### config.mk
export PLATFORM = sky130hd
export DESIGN_NAME = debug_access_splitter
export DESIGN_NICKNAME = d
export VERILOG_FILES = /design/src/rtl/core/das_pkg.sv /design/src/rtl/core/debug_access_splitter.sv
export SDC_FILE = /design/constraint.sdc
export NUM_CORES = 1
export LEC_CHECK = 0
export ABC_AREA = 1
export BUFFER_PORTS_ARGS = -buffer_cell sky130_fd_sc_hd__buf_2
export CORE_ASPECT_RATIO = 1.1
export CORE_MARGIN = 2
export CORE_UTILIZATION = 30
export DETAILED_ROUTE_END_ITERATION = 7
export SLEW_MARGIN = 20
export SYNTH_ARGS = -nofsm -noshare
export SYNTH_HDL_FRONTEND = slang
export SYNTH_SLANG_ARGS = --single-unit
### constraint.sdc
create_clock -name clock -period 12.5 [get_ports clock]
set_clock_uncertainty 0.1 [all_clocks]
set_input_delay 0.625 -clock clock [delete_from_list [all_inputs] [get_ports clock]]
set_output_delay 0.625 -clock clock [all_outputs]
set_load 0.05 [all_outputs]
### src/rtl/core/das_pkg.sv
// ----------------------------------------------------------------------------
// das_pkg
// Shared constants and codes for the debug access splitter and its checker.
// ----------------------------------------------------------------------------
package das_pkg;

   // Request and link sizing
   localparam int MAX_BYTES  = 4096;
   localparam int BULK_WORDS = 7;
   localparam int PAGE_BYTES = 4096;

   localparam int LEN_W      = $clog2(MAX_BYTES + 1);
   localparam int PAGE_BITS  = $clog2(PAGE_BYTES);
   localparam int PAGE_NUM_W = 32 - PAGE_BITS;
   localparam int BULK_LIMIT = 4 * BULK_WORDS + 4;

   // Bulk write slots are 28 bytes; floor(x/28) = floor((x/4) * RECIP / 2^SHIFT)
   localparam int SLOT_BYTES = 28;
   localparam int SLOT_SHIFT = 17;
   localparam int SLOT_RECIP = ((1 << SLOT_SHIFT) + 6) / 7;

   // Volatile access flags
   localparam logic [7:0] FLAGS_WORD    = 8'hF8;
   localparam logic [7:0] FLAGS_HALF_LO = 8'hC8;
   localparam logic [7:0] FLAGS_HALF_HI = 8'h38;
   localparam logic [3:0] FLAGS_WR_BIT  = 4'h8;

   typedef enum logic [1:0] {
      OP_START_READ  = 2'd0,
      OP_START_WRITE = 2'd1,
      OP_NEXT        = 2'd2
   } op_type;

   typedef enum logic [2:0] {
      CMD_BULK_READ  = 3'd0,
      CMD_BULK_WRITE = 3'd1,
      CMD_SET_PAGE   = 3'd2,
      CMD_VOLATILE   = 3'd3,
      CMD_DONE       = 3'd4
   } cmd_type;

endpackage

### src/rtl/core/debug_access_splitter.sv
// ----------------------------------------------------------------------------
// debug_access_splitter
// Splits a debug read or write into link commands, one per next item.
// ----------------------------------------------------------------------------
// A start item (read or write) loads address, length and direction and gives
// no result. Every next item gives exactly one command: bulk read, bulk write
// (preceded by a set page when the page changes or a new request begins),
// volatile word/halfword/byte access, or the done marker. Items are taken into
// an input register; the command is worked out from that register and the
// request state and lands in the result register at the next clock edge,
// and one item is taken every cycle as long as the result side keeps up. The
// result register lets the next item enter while a finished command is still
// waiting to be taken.
// ----------------------------------------------------------------------------
module debug_access_splitter
   import das_pkg::*;
(
   input  logic        clock,
   input  logic        reset,

   input  logic        req_valid,
   output logic        req_ready,
   input  logic [1:0]  req_operation,
   input  logic [31:0] req_start_address,
   input  logic [12:0] req_byte_count,
   input  logic [31:0] req_next_bytes,

   output logic        rsp_valid,
   input  logic        rsp_ready,
   output logic [2:0]  rsp_command,
   output logic [31:0] rsp_bus_address,
   output logic [2:0]  rsp_word_count,
   output logic [7:0]  rsp_slot_index,
   output logic [7:0]  rsp_end_address_low,
   output logic [31:0] rsp_write_data,
   output logic [7:0]  rsp_access_flags,
   output logic [12:0] rsp_buffer_offset,
   output logic [4:0]  rsp_bytes_used,
   output logic        rsp_last
);

   localparam int SLOT_PROD_W = PAGE_BITS - 2 + 15;
   localparam int SLOT_CMP_W  = PAGE_BITS + 5;

   // Input register
   logic              s1_valid_ff;
   logic [1:0]        s1_op_ff;
   logic [31:0]       s1_addr_ff;
   logic [12:0]       s1_count_ff;
   logic [31:0]       s1_bytes_ff;

   // Request state
   logic [31:0]       cur_addr_ff, cur_addr_in;
   logic [LEN_W-1:0]  left_ff, left_in;
   logic [LEN_W-1:0]  off_ff, off_in;
   logic [PAGE_NUM_W-1:0] page_ff, page_in;
   logic              page_valid_ff, page_valid_in;
   logic              is_write_ff, is_write_in;
   logic              busy_ff, busy_in;

   // Result register
   logic              rsp_valid_ff;
   cmd_type           cmd_ff, cmd_in;
   logic [31:0]       addr_ff, addr_in;
   logic [2:0]        words_ff, words_in;
   logic [7:0]        slot_ff, slot_in;
   logic [7:0]        endlow_ff, endlow_in;
   logic [31:0]       data_ff, data_in;
   logic [7:0]        flags_ff, flags_in;
   logic [12:0]       boff_ff, boff_in;
   logic [4:0]        used_ff, used_in;
   logic              last_ff, last_in;

   // Handshake
   logic              out_free;
   logic              process;
   logic              load_rsp;

   // Shared command math
   logic [PAGE_BITS-1:0]   inpage;
   logic [PAGE_BITS:0]     room;
   logic [2:0]             n_raw;
   logic [2:0]             n_words;
   logic                   bulk_ok;
   logic [SLOT_PROD_W-1:0] slot_prod;
   logic [PAGE_BITS-1:0]   slot_q;
   logic                   slot_hit;
   logic [4:0]             used;
   logic [3:0]             lane_mask;
   logic [15:0]            half;

   assign out_free  = !rsp_valid_ff || rsp_ready;
   assign process   = s1_valid_ff && (op_type'(s1_op_ff) != OP_NEXT || out_free);
   assign req_ready = !s1_valid_ff || process;

   // Bulk size: remaining length, then page room
   always_comb begin
      inpage = cur_addr_ff[PAGE_BITS-1:0];
      room   = (PAGE_BITS + 1)'(PAGE_BYTES) - (PAGE_BITS + 1)'(inpage);
      if (left_ff > LEN_W'(BULK_LIMIT)) begin
         n_raw = 3'(BULK_WORDS);
      end else begin
         n_raw = 3'(LEN_W'(left_ff >> 2) - LEN_W'(1));
      end
      if ((PAGE_BITS + 1)'({n_raw, 2'b00}) > room) begin
         n_words = 3'(room >> 2);
      end else begin
         n_words = n_raw;
      end
      bulk_ok = (left_ff >= LEN_W'(8)) && (n_words != 3'd0);
   end

   // In-page slot number by reciprocal multiply
   always_comb begin
      slot_prod = SLOT_PROD_W'(inpage >> 2) * SLOT_PROD_W'(SLOT_RECIP);
      slot_q    = PAGE_BITS'(slot_prod >> SLOT_SHIFT);
      slot_hit  = (SLOT_CMP_W'(slot_q) * SLOT_CMP_W'(SLOT_BYTES)) == SLOT_CMP_W'(inpage);
   end

   // Command selection and state update
   always_comb begin
      cur_addr_in   = cur_addr_ff;
      left_in       = left_ff;
      off_in        = off_ff;
      page_in       = page_ff;
      page_valid_in = page_valid_ff;
      is_write_in   = is_write_ff;
      busy_in       = busy_ff;

      load_rsp  = 1'b0;
      cmd_in    = CMD_DONE;
      addr_in   = cur_addr_ff;
      words_in  = '0;
      slot_in   = '0;
      endlow_in = '0;
      data_in   = '0;
      flags_in  = '0;
      boff_in   = 13'(off_ff);
      last_in   = 1'b0;
      used      = '0;
      lane_mask = 4'h8 >> cur_addr_ff[1:0];
      half      = s1_bytes_ff[31:16];

      if (process) begin
         unique case (op_type'(s1_op_ff)) inside
            OP_START_READ, OP_START_WRITE: begin
               cur_addr_in   = s1_addr_ff;
               left_in       = (32'(s1_count_ff) > 32'(MAX_BYTES)) ?
                               LEN_W'(MAX_BYTES) : LEN_W'(s1_count_ff);
               off_in        = '0;
               page_in       = '0;
               page_valid_in = 1'b0;
               is_write_in   = (op_type'(s1_op_ff) == OP_START_WRITE);
               busy_in       = 1'b1;
            end
            OP_NEXT: begin
               load_rsp = 1'b1;
               if (!busy_ff || left_ff == '0) begin
                  cmd_in  = CMD_DONE;
                  last_in = 1'b1;
                  busy_in = 1'b0;
               end else if (!is_write_ff) begin
                  if (cur_addr_ff[1:0] == 2'b00 && bulk_ok) begin
                     cmd_in    = CMD_BULK_READ;
                     words_in  = n_words;
                     endlow_in = cur_addr_ff[7:0] + 8'({n_words, 2'b00});
                     used      = {n_words, 2'b00};
                  end else begin
                     cmd_in  = CMD_VOLATILE;
                     addr_in = {cur_addr_ff[31:2], 2'b00};
                     used    = 5'd4 - 5'(cur_addr_ff[1:0]);
                     if (LEN_W'(used) > left_ff) begin
                        used = 5'(left_ff);
                     end
                  end
               end else begin
                  if (slot_hit && bulk_ok) begin
                     if (!page_valid_ff || page_ff != cur_addr_ff[31:PAGE_BITS]) begin
                        // page switch comes first, no bytes consumed
                        cmd_in        = CMD_SET_PAGE;
                        addr_in       = {cur_addr_ff[31:PAGE_BITS], PAGE_BITS'(0)};
                        page_in       = cur_addr_ff[31:PAGE_BITS];
                        page_valid_in = 1'b1;
                     end else begin
                        cmd_in   = CMD_BULK_WRITE;
                        words_in = n_words;
                        slot_in  = 8'(slot_q);
                        used     = {n_words, 2'b00};
                     end
                  end else if (cur_addr_ff[1:0] == 2'b00 && left_ff >= LEN_W'(4)) begin
                     cmd_in   = CMD_VOLATILE;
                     addr_in  = {cur_addr_ff[31:2], 2'b00};
                     data_in  = s1_bytes_ff;
                     flags_in = FLAGS_WORD;
                     used     = 5'd4;
                  end else if (!cur_addr_ff[0] && left_ff >= LEN_W'(2)) begin
                     cmd_in   = CMD_VOLATILE;
                     addr_in  = {cur_addr_ff[31:2], 2'b00};
                     data_in  = {half, half};
                     flags_in = cur_addr_ff[1] ? FLAGS_HALF_HI : FLAGS_HALF_LO;
                     used     = 5'd2;
                  end else begin
                     cmd_in   = CMD_VOLATILE;
                     addr_in  = {cur_addr_ff[31:2], 2'b00};
                     data_in  = {4{s1_bytes_ff[31:24]}};
                     flags_in = {lane_mask, FLAGS_WR_BIT};
                     used     = 5'd1;
                  end
               end
               cur_addr_in = cur_addr_ff + 32'(used);
               left_in     = left_ff - LEN_W'(used);
               off_in      = off_ff + LEN_W'(used);
            end
            default: begin
            end
         endcase
      end
      used_in = used;
   end

   // Input register
   always_ff @(posedge clock) begin
      if (reset) begin
         s1_valid_ff <= 1'b0;
      end else if (req_valid && req_ready) begin
         s1_valid_ff <= 1'b1;
      end else if (process) begin
         s1_valid_ff <= 1'b0;
      end
      if (req_valid && req_ready) begin
         s1_op_ff    <= req_operation;
         s1_addr_ff  <= req_start_address;
         s1_count_ff <= req_byte_count;
         s1_bytes_ff <= req_next_bytes;
      end
   end

   // Request state
   always_ff @(posedge clock) begin
      if (reset) begin
         cur_addr_ff   <= '0;
         left_ff       <= '0;
         off_ff        <= '0;
         page_ff       <= '0;
         page_valid_ff <= 1'b0;
         is_write_ff   <= 1'b0;
         busy_ff       <= 1'b0;
      end else begin
         cur_addr_ff   <= cur_addr_in;
         left_ff       <= left_in;
         off_ff        <= off_in;
         page_ff       <= page_in;
         page_valid_ff <= page_valid_in;
         is_write_ff   <= is_write_in;
         busy_ff       <= busy_in;
      end
   end

   // Result register
   always_ff @(posedge clock) begin
      if (reset) begin
         rsp_valid_ff <= 1'b0;
      end else if (load_rsp) begin
         rsp_valid_ff <= 1'b1;
      end else if (rsp_ready) begin
         rsp_valid_ff <= 1'b0;
      end
      if (load_rsp) begin
         cmd_ff    <= cmd_in;
         addr_ff   <= addr_in;
         words_ff  <= words_in;
         slot_ff   <= slot_in;
         endlow_ff <= endlow_in;
         data_ff   <= data_in;
         flags_ff  <= flags_in;
         boff_ff   <= boff_in;
         used_ff   <= used_in;
         last_ff   <= last_in;
      end
   end

   assign rsp_valid           = rsp_valid_ff;
   assign rsp_command         = cmd_ff;
   assign rsp_bus_address     = addr_ff;
   assign rsp_word_count      = words_ff;
   assign rsp_slot_index      = slot_ff;
   assign rsp_end_address_low = endlow_ff;
   assign rsp_write_data      = data_ff;
   assign rsp_access_flags    = flags_ff;
   assign rsp_buffer_offset   = boff_ff;
   assign rsp_bytes_used      = used_ff;
   assign rsp_last            = last_ff;

endmodule

# Yosys cells after proc, flatten, opt, wreduce, memory -nomap -nowiden
# Index checks and enable logic that the tools add are counted.
[word_totals] reg_bits=275 latchBits=0 ramBits=0 romBits=0 in_bits=83 output_inout_bits=115 memories=0
[classes] add_sub_neg=7 multipliers=2 div_mod_pow=0 order_cmp=7 eq_ne=10 shift=1 muxes=55 n_bitwise=6 n_reduce_logical=35
[ops] op="two-way mux 20 bit" n=4
[ops] op="two-way mux 12 bit" n=6
[ops] op="case mux 32 bit (2 select lines)" n=1
[ops] op="case mux 13 bit (2 select lines)" n=2
[ops] op="two-way mux 24 bit" n=2
[ops] op="two-way mux 5 bit" n=8
[ops] op="case mux 20 bit (2 select lines)" n=1
[ops] op="adder 32 x 5 -> 32 bit" n=1
[ops] op="two-way mux 3 bit" n=9
[ops] op="> comparator 5 x 13 -> 1 bit" n=2
[ops] op="multiplier 10 x 15 -> 25 bit (second input constant)" n=1
[ops] op="two-way mux 8 bit" n=3
[ops] op="inequality test 20 bit" n=1
[ops] op="adder 13 x 5 -> 13 bit" n=1
[ops] op="== test 13 x 12 -> 1 bit" n=1
[ops] op=">= comparator 13 x 2 -> 1 bit (second input constant)" n=1
[ops] op=">= comparator 13 x 3 -> 1 bit (second input constant)" n=1
[ops] op=">= comparator 13 x 4 -> 1 bit (second input constant)" n=1
[ops] op="> comparator 13 bit (second input constant)" n=1
[ops] op="> comparator 13 x 6 -> 1 bit (second input constant)" n=1
[ops] op="zero test 13 bit" n=1
[ops] op="two-way mux 13 bit" n=1
[ops] op="subtractor 13 x 12 -> 13 bit (first input constant)" n=1
[ops] op="subtractor 13 x 5 -> 13 bit" n=1
[ops] op="27 further kinds" n=71

# Longest topological paths before layout
# Gate-level depths: netlist (run 1).
[depth] word_depth=14 ltp_mapped=57 ltp_nobuf=57

# Least setup slack after synthesis (run 1)
# OpenSTA, ideal clock, no wires.
[synth_path] kind="reg-to-reg" start="register cur_addr_ff[10]" end="register cur_addr_ff[30]" setup_ns=0.132 arrival_ns=7.961 required_ns=12.268 setup_slack_ns=4.307 stages_incl_launch_ff=55 path_buffers=0 period_less_slack_ns=8.193 cell_sequence="dfxtp_1 -> ha_1 -> inv_1 -> fa_1 -> fa_1 -> inv_1 -> fa_1 -> ha_1 -> nand2_1 -> nor2_1 -> nand2_1 -> nand2_1 -> nand3_1 -> nand2_1 -> a21oi_1 -> nor2_1 -> nor2_1 -> o21ai_0 -> [... 19 more ...] -> nand3_1 -> inv_1 -> ha_1 -> nand2_1 -> o21ai_1 -> a21oi_1 -> inv_1 -> nand2_1 -> nor2_1 -> inv_1 -> nor2_1 -> inv_1 -> nor2_1 -> nand2_1 -> nand2_1 -> nand3_1 -> o211ai_1 -> a21oi_1"
[synth_via] word_cells_on_any_way=19 cone_classes="add/sub: 2; mul: 2; order compare: 1; eq/ne: 1; mux: 9; reduce/logical: 4"
[synth_rtl] element="start: declaration" line="debug_access_splitter.sv:53" text="logic [31:0] cur_addr_ff, cur_addr_in;"
[synth_rtl] element="start signal: assignment" line="debug_access_splitter.sv:249" text="cur_addr_ff <= cur_addr_in;"
[synth_rtl] element="multiplier 10 x 15 -> 25 bit" line="debug_access_splitter.sv:115" text="slot_prod = SLOT_PROD_W'(inpage >> 2) * SLOT_PROD_W'(SLOT_RECIP);"
[synth_rtl] element="net slot_prod[22]" line="debug_access_splitter.sv:85" text="logic [SLOT_PROD_W-1:0] slot_prod;"
[synth_rtl] element="multiplier 8 x 3 -> 11 bit" line="debug_access_splitter.sv:117" text="slot_hit = (SLOT_CMP_W'(slot_q) * SLOT_CMP_W'(SLOT_BYTES)) == SLOT_CMP_W'(inpage);"
[synth_rtl] element="== test 13 x 12 -> 1 bit" line="debug_access_splitter.sv:117"
[synth_rtl] element="logical AND 1 bit" line="debug_access_splitter.sv:177" text="if (slot_hit && bulk_ok) begin"
[synth_rtl] element="two-way mux 5 bit" line="debug_access_splitter.sv:177"
[synth_rtl] element="two-way mux 5 bit" line="debug_access_splitter.sv:162" text="end else if (!is_write_ff) begin"
[synth_rtl] element="two-way mux 5 bit" line="debug_access_splitter.sv:158" text="if (!busy_ff || left_ff == '0) begin"
[synth_rtl] element="two-way mux 5 bit" line="debug_access_splitter.sv:145" text="unique case (op_type'(s1_op_ff)) inside"
[synth_rtl] element="two-way mux 5 bit" line="debug_access_splitter.sv:144" text="if (process) begin"
[synth_rtl] element="adder 32 x 5 -> 32 bit" line="debug_access_splitter.sv:210" text="cur_addr_in = cur_addr_ff + 32'(used);"
[synth_rtl] element="case mux 32 bit (2 select lines)" line="debug_access_splitter.sv:145"
# The timed path passes the listed nets, and every way through them passes these cells. The select of a mux whose other input is x is not followed.
# A chain may end at the register's enable or synchronous reset.

# Final worst setup path (run 1)
[layout_path] start="register cur_addr_ff[10]" end="register cur_addr_ff[30]"
[layout_via] elab_chain_cells=13 word_cells_on_any_way=19 cone_classes="add/sub: 2; mul: 2; order compare: 1; eq/ne: 1; mux: 9; reduce/logical: 4"
[layout_rtl] element="branches (longest 11 deep; another with multiplier 10 x 15 -> 25 bit)"
[layout_rtl] element="adder 32 x 5 -> 32 bit (*)" line="debug_access_splitter.sv:210"
[layout_rtl] element="case mux 32 bit (2 select lines) (*)" line="debug_access_splitter.sv:145"
# Mark *: on every way between the ends. The select of a mux whose other input is x is not followed.

==> metrics.cfg, run 1 <==
[timing]
max_slew_margin_pct=30.5
setup_viol=0
final.setup.tns_ns=0
hold_violations=0
post-route-period-util_pct=78.1
maxSlewViolCount=0
fin_crit_ns=9.77
max_freq_mhz=102
rsz0062_at_grt=false
worst_slew_pin_slew_ns=1.04

[placement]
place_inst=2473
dp_hpwl_mm=31.9
io_buffers=194
gp_congestion=0.892

[worst_setup_path]
crit_path_end_kind=flop
crit_top_cell=nand2_1
critPathSlowestCell=dfxtp_1
cp.arrival_ns=10.10
cp_max_fo=16
critPathKind=flop to flop
crit_path_start_kind=flop
slowest_delay_ns=0.83
worstPathRequired_ns=12.83

[final_layout]
final_util_pct=35.6
final_cells=2533
fillCellCount=5139
multi_input_area_mm2=0.00666
syn_to_final_growth_pct=17.3
fin_nets=2063
drive_gt1_share_pct=16.3
seqCellArea_mm2=0.00734

[power_and_ir_drop]
p_leak_uw=0.00769
power.total_uw=2340
power.density_mw_per_mm2=131
ir_drop_mv=0.0971

[clock_network]
cts_buffers=31
h-tree-depth=1
cts_sinks=272
clk_latency_ns=0.59
clk_path_buf_depth=3
cts_resized=0
clk_transition_reported_paths_ns=0.07
cts_root_buffer=clkbuf_16
ctsHoldBuffers=0
cts_tree=built
post_cts_buffers=0

[routing]
ant_nets=0
drcViolationCount=0
first_pass_iters=6
drt_wl_total_mm=43.6
wl_per_cell_um=17.2
num_vias=12400
viasPerCell=4.88
dr.first_iter.drc_count=984

[die]
die_h_um=240
die_x_um=218
die_area_mm2=0.0524
core_area_mm2=0.0500
initial_utilization_pct=30.3
rows=86
ios=198

[synth]
syn_area_per_cell_um2=9.11
syn_area_mm2=0.0152
synth-async-reset-ratio_pct=0
synth_warnings=0
synth.distinct_cells=55
ys_ff_latch=272
ys_seq_area_share_pct=48.4
yosys_most_used_dff=edfxtp_1
syn_inst=1665
synth_edf_count=189

[global_routing]
grt_antenna_before_repair=2
grt_pass1_wl_mm=66.4
grt_overflow_total=0
grt_max_degree=74
grt_pass1_vias=11800
grt.total_usage_pct=16.2

[job]
maxCapViolations=0

[status]
status=completed

[worst_hold_path]
min_path_type=primary input to flop

==> path summary, 6_finish.rpt <==
| kind | start | to | slack, ns | cells after the start |
|---|---|---|---|---|
| worst min register to register | boff_in[6] | rsp_buffer_offset[6] | 0.33 | 0 |
| worst min-delay path | req_next_bytes[22] | s1_bytes_ff[22] | 0.11 | 1 |
| worst max-delay path | cur_addr_ff[10] | cur_addr_ff[30] | 2.73 | 50 |
| worst max register to register | cur_addr_ff[10] | cur_addr_ff[30] | 2.73 | 50 |
==> registers in the layout, indices dropped and copies added, names as in the netlist, 5 cells and up <==
register,flops
left_ff,13
s1_addr_ff,32
rsp_bus_address,32
page_ff,20
s1_count_ff,13
rsp_bytes_used,5
boff_in,13
rsp_buffer_offset,13
rsp_slot_index,8
rsp_end_address_low,8
s1_bytes_ff,32
rsp_write_data,32
cur_addr_ff,32
rsp_access_flags,5
==> kinds of logic (layout without fill, tap and decap cells) <==
| family | count (synthesis) | in the layout | share of synthesized area, % |
|---|---|---|---|
| AOI/OAI and AO/OA | 259 | 259 | 9.58 |
| xor gates and xnor gates | 42 | 42 | 2.42 |
| adders and majority gates | 134 | 134 | 12.3 |
| buffers and inverters | 296 | 500 | 7.85 |
| DFF | 272 | 272 | 48.4 |
| other | 1 | 5 | 0.0247 |
| and+or+nand+nor | 661 | 661 | 19.5 |
==> cell usage in the layout, fill, tap and decap left out, drive strengths merged, types with 9 or more instances in the layout <==
cell type and n:
o21ai 62, nor2 160, clkinv 14, nand3 85
a221oi 13, nor3 37, nand2 303, dfxtp 83
nand4 45, a31oi 22, ha 109, buf 203
xnor2 9, nor4 16, fa 25, clkbuf 41
a21oi 131, edfxtp 189, o211ai 9, xor2 33
inv 239
==> layer usage <==
layer / part of all wire (%) / wire [µm] / vias up / track usage [%]
li1: - / - / 6026 / -
met1: 43 / 18700 / 5859 / 21.0
met2: 48 / 21100 / 405 / 27.2
met3: 5.5 / 2380 / 77 / 2.35
met4: 3.4 / 1470 / 0 / 6.37
met5: 0 / 0 / - / 0
==> cells in the mapped netlist, types with 9 or more instances <==
cell      number  area (µm²)
inv_1        225         845
o211ai_1       9        67.6
fa_1          25         500
a21oi_1      131         656
clkbuf_1      33         124
dfxtp_1       83        1660
nor4_1        16         100
nor2_1       150         563
a221oi_1      13         114
nand2_1      293        1100
nand4_1       45         282
nand3_1       81         405
o21ai_0       57         285
edfxtp_1     189        5680
nor3_1        35         175
xnor2_1        9        78.8
a31oi_1       22         138
xor2_1        33         289
nand2_2       10        62.6
ha_1         109        1360
inv_2         11        41.3
==> critical path, delay by kind of cell (launching register included) <==
family / cells / cell delay (ns)
AO/OA/AOI/OAI: 7 / 1.03
flip-flops: 1 / 0.83
buffers and inverters: 8 / 0.60
XOR/XNOR: 1 / 0.49
adder cells (fa/ha/maj): 8 / 3.45
AND/OR/NAND/NOR: 26 / 3.13
==> per-stage QoR <==
stage	hold WS, ns	worst slack [ns]	cell area [µm²]
final	0.114	2.73	17800
after CTS	0.0881	2.78	17800
after detailed placement	0.315	2.81	16800
after floorplan	0.306	4.31	15200
after global routing	0.0949	1.87	17800
after global placement	0.318	3.04	16800
==> layout make-up <==
type	count	share of cell area, %
clock inverter	17	0.654
multi-input combinational	1099	37.4
clock buffer	41	5.10
inverter	239	5.08
tap	660	4.64
antenna	2	0.0281
sequential	272	41.2
timing repair buffer	203	5.84
==> report_power, final <==
part / total (µW) / leakage (µW) / internal, µW / switching, µW
Combinational: 401 / 0.00474 / 130 / 271
Clock: 907 / 0.000502 / 514 / 392
Sequential: 1030 / 0.00245 / 994 / 34.3
No activity file was read; power rests on OpenSTA's default activity.
==> run 2, diff against run 1 <==
==> constraint.sdc (replaced) <==
create_clock -name clock -period 7.9 [get_ports clock]
set_clock_uncertainty 0.1 [all_clocks]
set_input_delay 0.395 -clock clock [delete_from_list [all_inputs] [get_ports clock]]
set_output_delay 0.395 -clock clock [all_outputs]
set_load 0.05 [all_outputs]
==> run 2 against run 1 <==
Against the previous run:
- core utilization grew 6.1 points
- first-iteration DRC count shrank 16%
- fmax grew 20%
- total power grew 74%
- via count grew 8.1%
- critical path type unchanged
- sequential cell count is the same
- the run now ends with setup timing left
- die area is the same
- sequential share of layout area shrank 5.9 points
- combinational power grew 140%
- routed wire length grew 8.7%
- clock-buffer cell count shrank 7
- worst hold slack lost 0.060 ns
==> metrics.cfg, run 2 (synthesis results as in run 1) <==
[status]
status=finished, violations left  ; was completed
violations=setup timing

[die]
initial_utilization_pct=30.3  ; unchanged
die_x_um=218  ; unchanged
die_h_um=240  ; unchanged
core_area_mm2=0.0500  ; unchanged
rows=86  ; unchanged
ios=198  ; unchanged
die_area_mm2=0.0524  ; unchanged

[worst_hold_path]
min_path_type=primary input to flop  ; unchanged

[power_and_ir_drop]
power.density_mw_per_mm2=195  ; was 131 mW/mm²
p_leak_uw=0.00888  ; was 0.00769 µW
ir_drop_mv=0.167  ; was 0.0971 mV

[final_layout]
fillCellCount=4874  ; was 5,139
fin_nets=2294  ; was 2,063
seqCellArea_mm2=0.00735  ; was 0.00734 mm²
multi_input_area_mm2=0.00764  ; was 0.00666 mm²
final_common_cell=nand2_1  ; unchanged
syn_to_final_growth_pct=37.2  ; was 17.3%
most-common-layout-cells=nand2_1, inv_1, buf_2, edfxtp_1, buf_4  ; was nand2_1, inv_1, buf_2, edfxtp_1, nor2_1
final_cells=2762  ; was 2,533
drive_gt1_share_pct=30.2  ; was 16.3%

[worst_setup_path]
cp_max_fo=4  ; was 16
cp.arrival_ns=8.59  ; was 10.10 ns
critPathKind=flop to flop  ; unchanged
crit_path_start_kind=flop  ; unchanged
crit_path_end_kind=flop  ; unchanged
r2r_slack_ns=-0.27  ; was 2.73 ns
critPathSlowestCell=fa_2  ; was dfxtp_1
crit_top_cell=nand2_2  ; was nand2_1
worstPathRequired_ns=8.32  ; was 12.83 ns
slowest_delay_ns=0.62  ; was 0.83 ns

[routing]
drcViolationCount=0  ; unchanged
drt_wl_total_mm=47.4  ; was 43.6 mm
num_vias=13400  ; was 12.4k
wl_per_cell_um=17.2  ; about the same
first_pass_iters=5  ; was 6
viasPerCell=4.84  ; was 4.88
dr.first_iter.drc_count=823  ; was 984
ant_nets=0  ; unchanged

[clock_network]
clk_path_buf_depth=3  ; unchanged
cts_root_buffer=clkbuf_16  ; unchanged
clk_transition_reported_paths_ns=0.06  ; was 0.07 ns
h-tree-depth=1  ; unchanged
cts_tree=built  ; unchanged
cts_buffers=30  ; was 31
clk_latency_ns=0.60  ; was 0.59 ns
cts_sinks=272  ; unchanged

[placement]
io_buffers=194  ; unchanged
gp_congestion=0.927  ; was 0.892
dp_hpwl_mm=33.2  ; was 31.9 mm
place_inst=2569  ; was 2,473

[timing]
max_freq_mhz=122  ; was 102 MHz
hold_violations=0  ; unchanged
rsz0062_at_grt=true  ; was false
post-route-period-util_pct=103  ; was 78.1%
max_slew_margin_pct=26.0  ; was 30.5%
setup_viol=37  ; was 0
final.setup.tns_ns=-5.78  ; was 0 ns
worst_slew_pin_slew_ns=1.10  ; was 1.04 ns
fin_crit_ns=8.17  ; was 9.77 ns
setup_slack_ns=-0.270  ; was 2.73 ns
maxSlewViolCount=0  ; unchanged

[global_routing]
grt_pass1_wl_mm=72.9  ; was 66.4 mm
grt_antenna_before_repair=1  ; was 2
grt_pass1_vias=13400  ; was 11.8k
grt.total_usage_pct=17.6  ; was 16.2%
grt_overflow_total=0  ; unchanged
grt_max_degree=83  ; was 74

[job]
maxCapViolations=0  ; unchanged

[run 2: changes by cell type in the layout (fill, tap and decap cells not counted), sizes merged]
cell,change
diode,-1
inv,-3
clkbuf,-7
clkinvlp,+2
buf,+152
clkinv,+2
bufinv,+4
dlygate4sd3,+80
[run 2: area by class of cell]
class,instances,share of cell area [%]
Clock buffer,34,3.88
Antenna cell,1,0.0120
Tap cell,660,3.97
Timing Repair Buffer,435,14.6
Clock inverter,22,1.11
Multi-Input combinational cell,1099,36.7
Sequential cell,272,35.3
Inverter,239,4.41
[run 2: metrics by stage]
step / total power [µW] / instance area, µm² / hold slack (ns) / worst slack (ns) / util [%]
after global routing: 4250 / 20800 / 0.0474 / -0.735 / 41.6
after detailed placement: 2370 / 17500 / 0.325 / -0.545 / 35.0
after global placement: 2360 / 17500 / 0.319 / -0.375 / 35.0
final: 4060 / 20800 / 0.0537 / -0.270 / 41.6
after floorplan: 2110 / 15200 / 0.306 / 0.00743 / -
after CTS: 4010 / 20000 / 0.0249 / -0.0956 / 40.0
[run 2: worst paths after layout]
path / startpoint / to / depth (start not counted)
max: cur_addr_ff[11] / cur_addr_ff[18] / 50
min reg2reg: boff_in[6] / rsp_buffer_offset[6] / 0
min: req_valid / s1_valid_ff / 3
max reg2reg: cur_addr_ff[11] / cur_addr_ff[18] / 50
[run 2: what timing repair did]
action / CTS / global route
endpoints found under the setup margin: 45 / 59
setup buffers: 40 / 22
hold buffers: 80 / 0
pin swaps: 40 / 116
hold endpoints to repair: 80 / 0
gates cloned: 0 / 0
resized for setup: 88 / 174
[run 2: report_power, final]
part / internal (µW) / leakage [µW] / total (µW) / switching, µW
Combinational: 411 / 0.00593 / 954 / 544
Clock: 864 / 0.000500 / 1480 / 617
Sequential: 1570 / 0.00245 / 1620 / 47.1
[run 2: routing by layer]
metal | GRT usage, % | share of wire (%) | vias up
met5 | 0 | 0 | -
met4 | 6.68 | 3.6 | 0
met3 | 2.37 | 4.8 | 107
met2 | 29.7 | 49 | 411
met1 | 23.0 | 43 | 6372
li1 | - | - | 6475
[run 2: worst max-delay path: cells and delay by family (launching register included)]
family | cells | cell delay [ns]
buf+inv | 9 | 0.61
flops | 1 | 0.37
compound gates | 5 | 0.74
simple gates | 24 | 2.39
fa+ha+maj | 10 | 3.64
xor+xnor | 2 | 0.22
==> run 3, diff against run 2 <==
--- a/config.mk
+++ b/config.mk
@@ -10,7 +10,9 @@
 export CORE_ASPECT_RATIO = 1.1
 export CORE_MARGIN = 2
 export CORE_UTILIZATION = 30
+export CTS_CLUSTER_SIZE = 16
 export DETAILED_ROUTE_END_ITERATION = 7
+export SKIP_CTS_REPAIR_TIMING = 1
 export SLEW_MARGIN = 20
 export SYNTH_ARGS = -nofsm -noshare
 export SYNTH_HDL_FRONTEND = slang
==> run 3 against run 2 <==
Against the previous run:
- the flow still finishes with violations (setup timing)
- non-clock buffer count down 36
- worst hold slack lost 0.037 ns
- clock-buffer cell count unchanged
- final area shrank 2.6%
- cell count down 1.2%
- sequential cell count is the same
- sequential power is essentially flat
- fmax is 2.4% lower
- clock power is essentially flat
- critical endpoint unchanged
- highest routed layer unchanged
==> metrics.cfg, run 3 (synthesis results as in run 1) <==
[status]
status=finished, violations left  ; unchanged
violations=setup timing  ; unchanged

[global_routing]
grt_pass1_wl_mm=69.7  ; was 72.9 mm
grt_antenna_before_repair=2  ; was 1
grt_use_met1_pct=22.5  ; was 23.0%
grt.total_usage_pct=16.9  ; was 17.6%
grt_use_met2_pct=28.2  ; was 29.7%
grt_max_degree=83  ; unchanged
grt_pass1_vias=12600  ; was 13.4k
grt_overflow_total=0  ; unchanged
met3_usage_pct=2.04  ; was 2.37%
busiest_layer=met2  ; unchanged

[worst_setup_path]
r2r_slack_ns=-0.48  ; was -0.27 ns
worstPathRequired_ns=8.33  ; was 8.32 ns
crit_path_end_kind=flop  ; unchanged
critPathSlowestCell=fa_2  ; unchanged
ff2ff_path_depth=51  ; was 50
cp_max_fo=4  ; unchanged
reg2reg_to=cur_addr_ff[18]  ; unchanged
path_buf_inv=9  ; unchanged
slowest_delay_ns=0.62  ; about the same
critPathKind=flop to flop  ; unchanged
crit_path_start_kind=flop  ; unchanged
critical_path.top_delay_family=adder cells  ; unchanged
cp.arrival_ns=8.81  ; was 8.59 ns
crit-reg2reg-launch=cur_addr_ff[9]  ; was cur_addr_ff[11]

[routing]
dr.first_iter.drc_count=916  ; was 823
drt_wl_total_mm=46.8  ; was 47.4 mm
wl_per_cell_um=17.1  ; was 17.2 µm
ant_nets=0  ; unchanged
first_pass_iters=5  ; unchanged
viasPerCell=4.84  ; about the same
num_vias=13200  ; was 13.4k
drcViolationCount=0  ; unchanged

[placement]
dp_hpwl_mm=33.2  ; unchanged
post_dp_cell_area_mm2=0.0175  ; unchanged
io_buffers=194  ; unchanged
place_inst=2569  ; unchanged
place_ws_ns=-0.545  ; unchanged
gp_congestion=0.927  ; unchanged

[die]
die_x_um=218  ; unchanged
die_h_um=240  ; unchanged
ios=198  ; unchanged
rows=86  ; unchanged
core_area_mm2=0.0500  ; unchanged
die_area_mm2=0.0524  ; unchanged
initial_utilization_pct=30.3  ; unchanged

[worst_hold_path]
min_path_type=primary input to flop  ; unchanged
holdCritStartpoint=rsp_ready  ; was req_valid
min_to=rsp_valid  ; was s1_valid_ff
hold_depth=4  ; was 3

[timing]
fin_crit_ns=8.38  ; was 8.17 ns
max_slew_margin_pct=21.5  ; was 26.0%
hold_violations=0  ; unchanged
setup_viol=42  ; was 37
rsz0062_at_grt=true  ; unchanged
post-route-period-util_pct=106  ; was 103%
setup_slack_ns=-0.475  ; was -0.270 ns
worst_slew_pin_slew_ns=1.18  ; was 1.10 ns
maxSlewViolCount=0  ; unchanged
max_freq_mhz=119  ; was 122 MHz

[final_layout]
fillCellCount=4936  ; was 4,874
final_common_cell=nand2_1  ; unchanged
final_cells=2728  ; was 2,762
final_area_mm2=0.0203  ; was 0.0208 mm²
most-common-layout-cells=nand2_1, inv_1, buf_2, edfxtp_1, nor2_1  ; was nand2_1, inv_1, buf_2, edfxtp_1, buf_4
fin_nets=2258  ; was 2,294
drive_gt1_share_pct=27.2  ; was 30.2%
syn_to_final_growth_pct=33.7  ; was 37.2%

[power_and_ir_drop]
switching_share_pct=29.9  ; was 29.8%
power.density_mw_per_mm2=193  ; was 195 mW/mm²
power_frac_comb_pct=21.8  ; was 23.5%
intPower_uw=2750  ; was 2850 µW
p_seq_share_pct=41.3  ; was 40.0%
p_leak_uw=0.00867  ; was 0.00888 µW
clkPwrFrac_pct=36.9  ; was 36.5%
ir_drop_mv=0.164  ; was 0.167 mV
switching_power_uw=1170  ; was 1210 µW

[clock_network]
cts_tree=built  ; unchanged
clk_transition_reported_paths_ns=0.06  ; about the same
h-tree-depth=1  ; unchanged
clk_path_buf_depth=3  ; unchanged
cts_sinks=272  ; unchanged
clk_latency_ns=0.61  ; was 0.60 ns
cts_buffers=30  ; unchanged
cts_root_buffer=clkbuf_16  ; unchanged

[job]
maxCapViolations=0  ; unchanged

==> run 3: cell types whose count changed in the layout (fill, tap and decap cells not counted), moves of 6 or more <==
| cell | change |
|---|---|
| buf_4 | -34 |
| nand2_1 | +8 |
| nand2_2 | -6 |
| nor2_1 | +9 |
| nor2_4 | -9 |
==> run 3: through the flow <==
step	power (µW)	hold slack, ns	utilization, %	TNS (ns)
after detailed placement	2370	0.325	35.0	-14.50
after floorplan	2110	0.306	-	0
final	3920	0.0167	40.5	-12.66
after global routing	4110	0.0337	40.5	-34.55
after global placement	2360	0.319	35.0	-7.39
after CTS	3830	-0.157	37.0	-16.59
==> run 3: worst max path at each step <==
stage / from / to / slack (ns) / depth (start not counted)
6_report: cur_addr_ff[9] / cur_addr_ff[18] / -0.48 / 51
5_1_grt: cur_addr_ff[11] / cur_addr_ff[18] / -1.01 / 51
4_1_cts: cur_addr_ff[8] / cur_addr_ff[29] / -0.59 / 50
3_5_place_dp: cur_addr_ff[8] / cur_addr_ff[18] / -0.55 / 50
3_3_place_gp: cur_addr_ff[8] / cur_addr_ff[18] / -0.38 / 51
2_1_floorplan: cur_addr_ff[10] / cur_addr_ff[18] / 0.007 / 49
==> run 3: per-layer routing <==
layer  up-vias  share of wire [%]
li1       6417                  -
met1      6310                 43
met2       390                 49
met3        86                5.4
met4         0                3.0
met5         -                  0
==> run 3: power groups by stage <==
| stage | clock, µW | combinational, µW | sequential [µW] |
|---|---|---|---|
| after floorplan | 0 | 445 | 1670 |
| after global placement | 0 | 711 | 1650 |
| after detailed placement | 0 | 723 | 1650 |
| after CTS | 1480 | 728 | 1620 |
| after global routing | 1530 | 951 | 1630 |
| final | 1450 | 855 | 1620 |
==> run 3: layout make-up <==
type / count / area (µm²) / area share, %
clock buffer: 34 / 807 / 3.98
timing repair buffer: 399 / 2780 / 13.7
multi-input combinational: 1099 / 7400 / 36.5
tap: 660 / 826 / 4.07
antenna: 3 / 7.51 / 0.0370
clock inverter: 22 / 206 / 1.02
sequential: 272 / 7350 / 36.2
inverter: 239 / 913 / 4.50
==> run 3: worst reg2reg max path: cells and delay by family, from the launching register on <==
family / cells / cell delay [ns]
AND/OR/NAND/NOR: 25 / 2.65
XOR/XNOR: 2 / 0.26
buffers and inverters: 9 / 0.69
adder cells (fa/ha/maj): 10 / 3.52
flip-flops: 1 / 0.36
AO/OA/AOI/OAI: 5 / 0.75
